--- src/sv/pus_pkg.sv ---
// ----------------------------------------------------------------------------
// pus_pkg
// Shared sizes, codes and controller interface types of the peer unchoke
// selector.
// ----------------------------------------------------------------------------
package pus_pkg;

   // table size and derived widths
   localparam int PEER_SLOTS = 16;
   localparam int IDX_W      = (PEER_SLOTS > 1) ? $clog2(PEER_SLOTS) : 1;
   localparam int CNT_W      = $clog2(PEER_SLOTS + 1);

   // transaction field widths
   localparam int CMD_W      = 2;
   localparam int ID_W       = 31;
   localparam int SLOT_W     = 4;
   localparam int REQS_W     = 32;
   localparam int STATUS_W   = 2;
   localparam int MASK_W     = 16;
   localparam int TOTAL_W    = 5;
   localparam int CSR_IDX_W  = 2;
   localparam int CSR_DATA_W = 5;

   typedef logic [IDX_W-1:0]      idx_type;
   typedef logic [CNT_W-1:0]      cnt_type;
   typedef logic [REQS_W-1:0]     reqs_type;
   typedef logic [CSR_DATA_W-1:0] csr_data_type;

   localparam idx_type LAST_IDX = IDX_W'(PEER_SLOTS - 1);

   // configuration register indexes
   localparam logic [CSR_IDX_W-1:0] CSR_EXPECTED_PEERS = 2'd0;
   localparam logic [CSR_IDX_W-1:0] CSR_TOP_COUNT      = 2'd1;

   localparam csr_data_type TOP_COUNT_RESET = 5'd4;
   localparam logic [TOTAL_W-1:0] TOTAL_MAX = 5'd31;

   typedef enum logic [CMD_W-1:0] {
      CMD_REGISTER   = 2'd0,
      CMD_UPDATE     = 2'd1,
      CMD_SELECT     = 2'd2,
      CMD_OPTIMISTIC = 2'd3
   } command_type;

   typedef enum logic [STATUS_W-1:0] {
      STATUS_OK    = 2'd0,
      STATUS_AWAIT = 2'd1,
      STATUS_NONE  = 2'd2,
      STATUS_BAD   = 2'd3
   } status_type;

   typedef enum logic [2:0] {
      ST_IDLE,
      ST_EXEC,
      ST_CHECK,
      ST_SCAN,
      ST_PICK,
      ST_DONE
   } state_type;

   // controller to datapath
   typedef struct packed {
      logic capture;
      logic exec;
      logic scan_init;
      logic scan_step;
      logic pick;
      logic finish;
      logic load_out;
   } ctl_cmd_type;

   // datapath to controller
   typedef struct packed {
      logic select_go;
      logic limit_hit;
      logic scan_last;
      logic best_found;
      logic out_free;
   } ctl_stat_type;

endpackage

--- src/sv/pus_ctrl.sv ---
// ----------------------------------------------------------------------------
// pus_ctrl
// Sequencer of the peer unchoke selector: takes a transaction, runs the
// command and, for a select tick, repeats table scans until the limit is met
// or nothing eligible remains.
// ----------------------------------------------------------------------------
module pus_ctrl (
   input  logic                  clock,
   input  logic                  reset,
   input  logic                  req_valid,
   output logic                  req_ready,
   input  pus_pkg::ctl_stat_type stat,
   output pus_pkg::ctl_cmd_type  cmd
);
   import pus_pkg::*;

   state_type state_ff;
   state_type state_in;

   always_ff @(posedge clock) begin
      if (reset) begin
         state_ff <= ST_IDLE;
      end else begin
         state_ff <= state_in;
      end
   end

   always_comb begin
      state_in = state_ff;
      case (state_ff)
         ST_IDLE: begin
            if (req_valid) state_in = ST_EXEC;
         end
         ST_EXEC: begin
            state_in = stat.select_go ? ST_CHECK : ST_DONE;
         end
         ST_CHECK: begin
            state_in = stat.limit_hit ? ST_DONE : ST_SCAN;
         end
         ST_SCAN: begin
            if (stat.scan_last) state_in = ST_PICK;
         end
         ST_PICK: begin
            state_in = stat.best_found ? ST_CHECK : ST_DONE;
         end
         ST_DONE: begin
            if (stat.out_free) state_in = ST_IDLE;
         end
         default: begin
            state_in = ST_IDLE;
         end
      endcase
   end

   always_comb begin
      cmd       = '0;
      req_ready = 1'b0;
      case (state_ff)
         ST_IDLE: begin
            req_ready   = 1'b1;
            cmd.capture = req_valid;
         end
         ST_EXEC: begin
            cmd.exec = 1'b1;
         end
         ST_CHECK: begin
            cmd.finish    = stat.limit_hit;
            cmd.scan_init = !stat.limit_hit;
         end
         ST_SCAN: begin
            cmd.scan_step = 1'b1;
         end
         ST_PICK: begin
            cmd.pick   = stat.best_found;
            cmd.finish = !stat.best_found;
         end
         ST_DONE: begin
            cmd.load_out = stat.out_free;
         end
         default: begin
            cmd = '0;
         end
      endcase
   end

endmodule

--- src/sv/pus_datapath.sv ---
// ----------------------------------------------------------------------------
// pus_datapath
// Peer table, configuration registers, request capture, max-count scan
// and the result register of the peer unchoke selector.
// ----------------------------------------------------------------------------
module pus_datapath (
   input  logic                            clock,
   input  logic                            reset,
   input  logic [pus_pkg::CMD_W-1:0]       req_command,
   input  logic [pus_pkg::SLOT_W-1:0]      req_slot,
   input  logic [pus_pkg::REQS_W-1:0]      req_request_count,
   input  logic                            req_is_choked,
   input  logic                            req_is_interested,
   input  logic                            req_is_done,
   input  logic                            csr_valid,
   output logic                            csr_ready,
   input  logic [pus_pkg::CSR_IDX_W-1:0]   csr_index,
   input  logic [pus_pkg::CSR_DATA_W-1:0]  csr_data,
   input  pus_pkg::ctl_cmd_type            cmd,
   output pus_pkg::ctl_stat_type           stat,
   output logic                            rsp_valid,
   input  logic                            rsp_ready,
   output logic [pus_pkg::STATUS_W-1:0]    rsp_status,
   output logic                            rsp_keep_running,
   output logic [pus_pkg::SLOT_W-1:0]      rsp_assigned_slot,
   output logic [pus_pkg::MASK_W-1:0]      rsp_unchoked_mask,
   output logic [pus_pkg::TOTAL_W-1:0]     rsp_unchoked_total
);
   import pus_pkg::*;

   // captured transaction
   command_type        cmd_ff, cmd_in;
   logic [SLOT_W-1:0]  slot_ff, slot_in;
   reqs_type           count_ff, count_in;
   logic               choked_bit_ff, choked_bit_in;
   logic               interested_bit_ff, interested_bit_in;
   logic               done_bit_ff, done_bit_in;

   // configuration and registration state
   csr_data_type       awaited_ff, awaited_in;
   csr_data_type       top_ff, top_in;
   cnt_type            reg_total_ff, reg_total_in;

   // peer table
   logic [PEER_SLOTS-1:0] valid_ff, valid_in;
   logic [PEER_SLOTS-1:0] choked_ff, choked_in;
   logic [PEER_SLOTS-1:0] interested_ff, interested_in;
   logic [PEER_SLOTS-1:0] done_ff, done_in;
   reqs_type              count_tab_ff [PEER_SLOTS];
   reqs_type              count_tab_in [PEER_SLOTS];

   // scan state
   idx_type            idx_ff, idx_in;
   idx_type            best_ff, best_in;
   reqs_type           best_cnt_ff, best_cnt_in;
   logic               found_ff, found_in;
   cnt_type            picked_ff, picked_in;
   logic [MASK_W-1:0]  mask_ff, mask_in;

   // pending result
   status_type         res_status_ff, res_status_in;
   logic               res_keep_ff, res_keep_in;
   logic [SLOT_W-1:0]  res_slot_ff, res_slot_in;

   // output register
   logic               rsp_valid_ff, rsp_valid_in;
   status_type         out_status_ff, out_status_in;
   logic               out_keep_ff, out_keep_in;
   logic [SLOT_W-1:0]  out_slot_ff, out_slot_in;
   logic [MASK_W-1:0]  out_mask_ff, out_mask_in;
   logic [TOTAL_W-1:0] out_total_ff, out_total_in;

   idx_type               slot_idx;
   idx_type               reg_idx;
   logic                  slot_ok;
   logic                  table_full;
   logic [PEER_SLOTS-1:0] eligible;
   logic                  any_live;

   assign csr_ready  = 1'b1;
   assign slot_idx   = IDX_W'(slot_ff);
   assign reg_idx    = IDX_W'(reg_total_ff);
   assign slot_ok    = (32'(slot_ff) < 32'(PEER_SLOTS)) && valid_ff[slot_idx];
   assign table_full = (32'(reg_total_ff) >= 32'(PEER_SLOTS));
   assign eligible   = valid_ff & choked_ff & interested_ff & ~done_ff;
   assign any_live   = |(valid_ff & ~done_ff);

   assign stat.select_go  = (cmd_ff == CMD_SELECT) && (awaited_ff == '0) && any_live;
   assign stat.limit_hit  = (top_ff != '0) && (32'(picked_ff) >= 32'(top_ff));
   assign stat.scan_last  = (idx_ff == LAST_IDX);
   assign stat.best_found = found_ff;
   assign stat.out_free   = !rsp_valid_ff || rsp_ready;

   always_comb begin
      cmd_in            = cmd_ff;
      slot_in           = slot_ff;
      count_in          = count_ff;
      choked_bit_in     = choked_bit_ff;
      interested_bit_in = interested_bit_ff;
      done_bit_in       = done_bit_ff;
      awaited_in        = awaited_ff;
      top_in            = top_ff;
      reg_total_in      = reg_total_ff;
      valid_in          = valid_ff;
      choked_in         = choked_ff;
      interested_in     = interested_ff;
      done_in           = done_ff;
      count_tab_in      = count_tab_ff;
      idx_in            = idx_ff;
      best_in           = best_ff;
      best_cnt_in       = best_cnt_ff;
      found_in          = found_ff;
      picked_in         = picked_ff;
      mask_in           = mask_ff;
      res_status_in     = res_status_ff;
      res_keep_in       = res_keep_ff;
      res_slot_in       = res_slot_ff;
      rsp_valid_in      = rsp_valid_ff;
      out_status_in     = out_status_ff;
      out_keep_in       = out_keep_ff;
      out_slot_in       = out_slot_ff;
      out_mask_in       = out_mask_ff;
      out_total_in      = out_total_ff;

      // writing expected_peers sets the count of awaited registrations
      if (csr_valid) begin
         if (csr_index == CSR_EXPECTED_PEERS) begin
            awaited_in = csr_data;
         end else if (csr_index == CSR_TOP_COUNT) begin
            top_in = csr_data;
         end
      end

      if (cmd.capture) begin
         cmd_in            = command_type'(req_command);
         slot_in           = req_slot;
         count_in          = req_request_count;
         choked_bit_in     = req_is_choked;
         interested_bit_in = req_is_interested;
         done_bit_in       = req_is_done;
      end

      if (cmd.exec) begin
         res_status_in = STATUS_OK;
         res_keep_in   = 1'b1;
         res_slot_in   = '0;
         mask_in       = '0;
         picked_in     = '0;
         case (cmd_ff)
            CMD_REGISTER: begin
               if (table_full) begin
                  res_status_in = STATUS_BAD;
               end else begin
                  count_tab_in[reg_idx]  = '0;
                  choked_in[reg_idx]     = 1'b0;
                  interested_in[reg_idx] = 1'b0;
                  done_in[reg_idx]       = 1'b0;
                  valid_in[reg_idx]      = 1'b1;
                  res_slot_in            = SLOT_W'(reg_total_ff);
                  reg_total_in           = reg_total_ff + CNT_W'(1);
                  // saturate at zero
                  if (awaited_ff != '0) awaited_in = awaited_ff - CSR_DATA_W'(1);
               end
            end
            CMD_UPDATE: begin
               if (!slot_ok) begin
                  res_status_in = STATUS_BAD;
               end else begin
                  count_tab_in[slot_idx]  = count_ff;
                  choked_in[slot_idx]     = choked_bit_ff;
                  interested_in[slot_idx] = interested_bit_ff;
                  done_in[slot_idx]       = done_bit_ff;
               end
            end
            CMD_SELECT: begin
               if (awaited_ff != '0) begin
                  res_status_in = STATUS_AWAIT;
               end else if (!any_live) begin
                  res_status_in = STATUS_NONE;
                  res_keep_in   = 1'b0;
               end
            end
            CMD_OPTIMISTIC: begin
               if (awaited_ff != '0) begin
                  res_status_in = STATUS_AWAIT;
               end else if (!slot_ok) begin
                  res_status_in = STATUS_BAD;
               end else if (eligible[slot_idx]) begin
                  choked_in[slot_idx] = 1'b0;
                  mask_in[slot_ff]    = 1'b1;
                  picked_in           = CNT_W'(1);
               end else begin
                  res_status_in = STATUS_NONE;
               end
            end
            default: begin
               res_status_in = STATUS_BAD;
            end
         endcase
      end

      if (cmd.scan_init) begin
         idx_in   = '0;
         found_in = 1'b0;
      end

      // strict compare keeps the earlier slot on a tie
      if (cmd.scan_step) begin
         if (eligible[idx_ff] && (!found_ff || (count_tab_ff[idx_ff] > best_cnt_ff))) begin
            best_in     = idx_ff;
            best_cnt_in = count_tab_ff[idx_ff];
            found_in    = 1'b1;
         end
         idx_in = idx_ff + IDX_W'(1);
      end

      if (cmd.pick) begin
         choked_in[best_ff] = 1'b0;
         for (int b = 0; b < MASK_W; b++) begin
            if (32'(best_ff) == b) mask_in[b] = 1'b1;
         end
         picked_in = picked_ff + CNT_W'(1);
      end

      if (cmd.finish) begin
         res_status_in = (picked_ff == '0) ? STATUS_NONE : STATUS_OK;
      end

      if (cmd.load_out) begin
         rsp_valid_in  = 1'b1;
         out_status_in = res_status_ff;
         out_keep_in   = res_keep_ff;
         out_slot_in   = res_slot_ff;
         out_mask_in   = mask_ff;
         out_total_in  = (32'(picked_ff) > 32'(TOTAL_MAX)) ? TOTAL_MAX
                                                          : TOTAL_W'(picked_ff);
      end else if (rsp_ready) begin
         rsp_valid_in = 1'b0;
      end
   end

   always_ff @(posedge clock) begin
      if (reset) begin
         awaited_ff    <= '0;
         top_ff        <= TOP_COUNT_RESET;
         reg_total_ff  <= '0;
         valid_ff      <= '0;
         choked_ff     <= '0;
         interested_ff <= '0;
         done_ff       <= '0;
         found_ff      <= 1'b0;
         rsp_valid_ff  <= 1'b0;
      end else begin
         awaited_ff    <= awaited_in;
         top_ff        <= top_in;
         reg_total_ff  <= reg_total_in;
         valid_ff      <= valid_in;
         choked_ff     <= choked_in;
         interested_ff <= interested_in;
         done_ff       <= done_in;
         found_ff      <= found_in;
         rsp_valid_ff  <= rsp_valid_in;
      end
   end

   always_ff @(posedge clock) begin
      cmd_ff            <= cmd_in;
      slot_ff           <= slot_in;
      count_ff          <= count_in;
      choked_bit_ff     <= choked_bit_in;
      interested_bit_ff <= interested_bit_in;
      done_bit_ff       <= done_bit_in;
      count_tab_ff      <= count_tab_in;
      idx_ff            <= idx_in;
      best_ff           <= best_in;
      best_cnt_ff       <= best_cnt_in;
      picked_ff         <= picked_in;
      mask_ff           <= mask_in;
      res_status_ff     <= res_status_in;
      res_keep_ff       <= res_keep_in;
      res_slot_ff       <= res_slot_in;
      out_status_ff     <= out_status_in;
      out_keep_ff       <= out_keep_in;
      out_slot_ff       <= out_slot_in;
      out_mask_ff       <= out_mask_in;
      out_total_ff      <= out_total_in;
   end

   assign rsp_valid          = rsp_valid_ff;
   assign rsp_status         = out_status_ff;
   assign rsp_keep_running   = out_keep_ff;
   assign rsp_assigned_slot  = out_slot_ff;
   assign rsp_unchoked_mask  = out_mask_ff;
   assign rsp_unchoked_total = out_total_ff;

endmodule

--- src/sv/peer_unchoke_selector_unit.sv ---
// ----------------------------------------------------------------------------
// peer_unchoke_selector_unit
// Choking selector over a table of peers: register, update, select tick and
// optimistic try, one response transaction per request transaction.
// ----------------------------------------------------------------------------
// Usage:
//   req_* carries one command per transaction, rsp_* returns one response per
//   request, in order. csr_* writes expected_peers (index 0) or top_count
//   (index 1); csr_ready is always high, and writes belong between requests.
//   Register, update and optimistic try pass through the exec and done states
//   after the request is accepted in idle. A select tick walks the table once
//   per peer unchoked, one slot per cycle, plus a last walk that finds none
//   unless top_count stops it first; a tick that needs no walk goes from exec
//   straight to done.
//   One request is processed at a time. The next request is taken as soon as
//   the result has moved into the output register, even while rsp_ready is
//   low; a stalled response holds its output register and the next result
//   waits inside until the register frees.
//   Reset clears the table, the registration count, awaited registrations
//   (to 0) and sets top_count to 4; the block is ready the cycle after.
// ----------------------------------------------------------------------------
module peer_unchoke_selector_unit (
   input  logic                            clock,
   input  logic                            reset,
   input  logic                            req_valid,
   output logic                            req_ready,
   input  logic [pus_pkg::CMD_W-1:0]       req_command,
   input  logic [pus_pkg::ID_W-1:0]        req_peer_id,
   input  logic [pus_pkg::SLOT_W-1:0]      req_slot,
   input  logic [pus_pkg::REQS_W-1:0]      req_request_count,
   input  logic                            req_is_choked,
   input  logic                            req_is_interested,
   input  logic                            req_is_done,
   input  logic                            csr_valid,
   output logic                            csr_ready,
   input  logic [pus_pkg::CSR_IDX_W-1:0]   csr_index,
   input  logic [pus_pkg::CSR_DATA_W-1:0]  csr_data,
   output logic                            rsp_valid,
   input  logic                            rsp_ready,
   output logic [pus_pkg::STATUS_W-1:0]    rsp_status,
   output logic                            rsp_keep_running,
   output logic [pus_pkg::SLOT_W-1:0]      rsp_assigned_slot,
   output logic [pus_pkg::MASK_W-1:0]      rsp_unchoked_mask,
   output logic [pus_pkg::TOTAL_W-1:0]     rsp_unchoked_total
);
   import pus_pkg::*;

   ctl_cmd_type  ctl_cmd;
   ctl_stat_type ctl_stat;

   pus_ctrl u_ctrl (
      .clock     (clock),
      .reset     (reset),
      .req_valid (req_valid),
      .req_ready (req_ready),
      .stat      (ctl_stat),
      .cmd       (ctl_cmd)
   );

   pus_datapath u_datapath (
      .clock              (clock),
      .reset              (reset),
      .req_command        (req_command),
      .req_slot           (req_slot),
      .req_request_count  (req_request_count),
      .req_is_choked      (req_is_choked),
      .req_is_interested  (req_is_interested),
      .req_is_done        (req_is_done),
      .csr_valid          (csr_valid),
      .csr_ready          (csr_ready),
      .csr_index          (csr_index),
      .csr_data           (csr_data),
      .cmd                (ctl_cmd),
      .stat               (ctl_stat),
      .rsp_valid          (rsp_valid),
      .rsp_ready          (rsp_ready),
      .rsp_status         (rsp_status),
      .rsp_keep_running   (rsp_keep_running),
      .rsp_assigned_slot  (rsp_assigned_slot),
      .rsp_unchoked_mask  (rsp_unchoked_mask),
      .rsp_unchoked_total (rsp_unchoked_total)
   );

   // total and mask come from separate counters; they must agree
   a_total_matches_mask: assert property (@(posedge clock) disable iff (reset)
      rsp_valid |-> (32'(rsp_unchoked_total) == $countones(rsp_unchoked_mask)))
      else $error("unchoked total disagrees with mask");

   a_await_unchokes_nothing: assert property (@(posedge clock) disable iff (reset)
      (rsp_valid && (rsp_status == STATUS_AWAIT)) |-> (rsp_unchoked_mask == '0))
      else $error("unchoke reported while registrations awaited");

   a_stop_means_none: assert property (@(posedge clock) disable iff (reset)
      (rsp_valid && !rsp_keep_running) |-> (rsp_status == STATUS_NONE))
      else $error("keep_running low without nothing-eligible status");

   a_one_at_a_time: assert property (@(posedge clock) disable iff (reset)
      (req_valid && req_ready) |=> !req_ready)
      else $error("request taken while another is in progress");

endmodule

--- config.mk ---
export PLATFORM = sky130hd
export DESIGN_NAME = peer_unchoke_selector_unit
export DESIGN_NICKNAME = d
export VERILOG_FILES = /design/src/sv/pus_pkg.sv /design/src/sv/pus_ctrl.sv /design/src/sv/pus_datapath.sv /design/src/sv/peer_unchoke_selector_unit.sv
export SDC_FILE = /design/constraint.sdc
export NUM_CORES = 2
export LEC_CHECK = 0
export BUFFER_PORTS_ARGS = -buffer_cell sky130_fd_sc_hd__buf_2
export CAP_MARGIN = 20
export CORE_MARGIN = 2
export CORE_UTILIZATION = 55
export CTS_CLUSTER_DIAMETER = 30
export DETAILED_ROUTE_END_ITERATION = 16
export PLACE_DENSITY = 0.82
export SLEW_MARGIN = 20
export SYNTH_ARGS = -nofsm -noshare
export SYNTH_HDL_FRONTEND = slang
export SYNTH_SLANG_ARGS = --single-unit
export TNS_END_PERCENT = 50
--- constraint.sdc ---
create_clock -name clock -period 8.1 [get_ports clock]
set_input_delay 1.215 -clock clock [delete_from_list [all_inputs] [get_ports clock]]
set_output_delay 1.215 -clock clock [all_outputs]
set_load 0.02 [all_outputs]
==> results.md <==
* Final Hold Viols at 0
* Min cycle time layout at 5.74 ns
* Main combinational cell family by area after synthesis: compound AO/OA/AOI/OAI gates
* Die width at between 200 and 300 um
* Routed Antenna Nets at 0
* Rows at 92
* Library cells used by synthesis at 77
* Antenna cells at 0
* Avg WL per Cell at 33.1 um
* Commonest register cell after synthesis: edfxtp_1
* RSZ-0062 raised after global routing: no
* TritonCTS clock tree: yes
* GRT Total Usage at 0.345
* Worst-Margin Slew at around 1.2 ns
* Worst setup margin at about 2.4 ns
* Clk slew on worst S/H paths at 0.05 ns
* Fraction of synthesized cell area in xor and xnor cells at 0.00224
* Starting density of the core at 0.558
* H-Tree Depth at 4
* Layout cells sized above 1 at 0.233
* Delay-heaviest family, CP: buffers and inverters
* Buf/Inv on CP at 3
* CP Capture Type: flip-flop
* Final Skew at 0.0345 ns
* Top-count cell post-synth: edfxtp_1
* TritonRoute pass-1 iters at 8
* Startpoint Class: flip-flop
* Post-CTS resize count at 0
* Simple-gate share of the synthesized area at 0.0541
* Async SR Flop Fraction at 0
* Crit path max fanout at 22
* Setup Buffers After CTS at 0
* CP max stage cell: a21boi_4
* Syn_nets at 2,619
* Crit share post-route at 0.709
* CTS root buffer: clkbuf_16
* Drt via density at 7.61
* Max_slew headroom at 0.226
* Hold crit path type: reg -> reg
* Warnings, synthesis at 0
* CP Cell Sequence: buf_4, buf_4, mux4_2, mux4_2, ha_1, nand4_1, nor4_1, nand4_1, o21ai_0, nor4bb_1, a21boi_4, buf_4
* Clk sink count at 733
* Outcome: finished clean
* HPWL Detailed at 61,700 um
* DIE AREA at 66,100 um2
* Crit path kind: reg -> reg
* Max incr delay on CP at 0.84 ns
* Drt total wl at 115,000 um
* Setup violators final at 0
* Vias in the first global route at 26,500
* Synth Area in Compound Gates at 0.181
* Number of port buffers at 82
* Top cells by area, synth: edfxtp_1, a22o_1, mux4_2, dfxtp_1, clkbuf_1
* Clk buf depth at 3
* Peak Freq at 174 MHz
* Remaining DRCs at 0
* Post-synth top area share at 0.540
* Final net count at 2,642
* TNS Setup at 0 ns
* Synthesized area at 35,200 um2
* CTS Buf Count at 136
* Flops & latches, synth at 733
* Avg Cell Area, Syn at roughly 14 um2
* Static Leakage at 0.0152 uW
* Power Density at 274 nW/um2
* Post-synthesis sequential area ratio at 0.596
* CP required at 8.49 ns
* DP Worst Slack at 2.56 ns
* IO Pins at between 100 and 150
* Max Slew Vio Count at 0
* Mux cell area share after synthesis at 0.114
* Max-cap violations at 0
* Largest net degree at the start of global routing at 73
* Hold buffer count at cts at 0
* Placer Congestion at 0.937
* Grt total ovfl at 0
* Synth Area in Adders at 0.0160
* CP arrival at 6.13 ns
* Number of flops mapped to enable cells by yosys at 633
* Vias at 26,400
* Most used cell, CP: buf_4
* Iter 0 DRT Violations at roughly 4,800
* Placeable Area at 63,200 um2
* Top cells by count, synth: edfxtp_1, a22o_1, clkbuf_1
* Clock latency on the worst-skew pair at 0.74 ns
* Die height at 257 um
* Cells after synthesis at 2,490
* Maximum VDD drop at 0.211 mV
* First-pass GRT wire length at 170,000 um
* Area Overhead vs Synth at 17.0%
* Initial antenna violation count at 1
* Post-synth top area cell: edfxtp_1
==> through the flow <==
step | hold WS (ns) | power (uW) | cell area, um2 | utilization | std cells
finish | 0.418 | 11300 | 41200 | 0.653 | 3468
global route | 0.429 | 11500 | 41200 | 0.653 | 3468
CTS | 0.417 | 11200 | 41200 | 0.652 | 3468
detailed placement | 0.405 | 5660 | 36700 | 0.581 | 3221
global placement | 0.405 | 5600 | 36700 | 0.581 | 3221
floorplan | 0.400 | 5220 | 35200 | - | 2490
==> final timing paths <==
kind	startpoint	end	slack, ns	cells after the start
min reg2reg	u_datapath.res_slot_ff[2]$_SDFFCE_PP0P_	u_datapath.rsp_assigned_slot[2]$_DFFE_PP_	0.42	0
max reg2reg	u_datapath.idx_ff[0]$_SDFFCE_PN0P_	u_datapath.best_cnt_ff[9]$_DFFE_PP_	2.36	12
max	u_datapath.idx_ff[0]$_SDFFCE_PN0P_	u_datapath.best_cnt_ff[9]$_DFFE_PP_	2.36	12
min	u_datapath.res_slot_ff[2]$_SDFFCE_PP0P_	u_datapath.rsp_assigned_slot[2]$_DFFE_PP_	0.42	0
==> cell type report <==
class	instances	area, um2
timing repair buffer	150	958
clock inverter	93	1010
tap	846	1060
multi-input combinational	1427	13400
clock buffer	154	3510
inverter	65	244
sequential	733	21000
fill	4093	22000
==> cell families (layout without fill, tap and decap cells) <==
kind of cell | count (synthesis) | count (layout)
DFF | 733 | 733
adders and majority gates | 45 | 45
buffers and inverters | 330 | 462
muxes | 195 | 195
and+or+nand+nor | 374 | 374
xor gates and xnor gates | 9 | 9
other | 1 | 1
AOI/OAI and AO/OA | 803 | 803
==> cells in the final DEF, fill, tap and decap left out, drive strengths merged, types with 11 or more instances in the layout <==
cell     count
nor2       111
a2111oi     16
o211ai      18
nand2b      24
and2        36
dfxtp      100
a31oi       14
bufinv      12
a21oi      124
o22ai       20
mux4       163
edfxtp     633
clkbuf     154
nand3       25
nand4       11
ha          45
clkinv      58
nor3        20
buf        150
and4b       11
inv         84
nand2       83
nor2b       17
o21ai       33
a22o       532
mux2i       27
==> flip-flops by register name, summed over array words and instances, names as in the netlist, 5 cells and up <==
register                       cells
u_datapath.interested_ff          16
u_datapath.count_tab_ff          512
u_datapath.rsp_unchoked_mask      16
u_datapath.choked_ff              16
u_datapath.rsp_unchoked_total      5
u_datapath.picked_ff               5
u_datapath.valid_ff               16
u_datapath.awaited_ff              5
u_datapath.done_ff                16
u_datapath.count_ff               32
u_datapath.mask_ff                16
u_datapath.best_cnt_ff            32
u_datapath.reg_total_ff            5
u_datapath.top_ff                  5
==> where the power goes <==
part	switching, uW	internal [uW]	total [uW]
registers	147	4380	4530
clock network	2070	3550	5620
logic	783	368	1150
==> metal layers <==
layer / global-route usage / vias up / part of all wire
met5: 0 / - / 0.00011
met4: 0.198 / 2 / 0.060
met3: 0.119 / 602 / 0.16
met2: 0.513 / 2949 / 0.45
met1: 0.442 / 12700 / 0.33
li1: - / 10200 / -
Note: power is estimated with default switching activity, not from simulation.
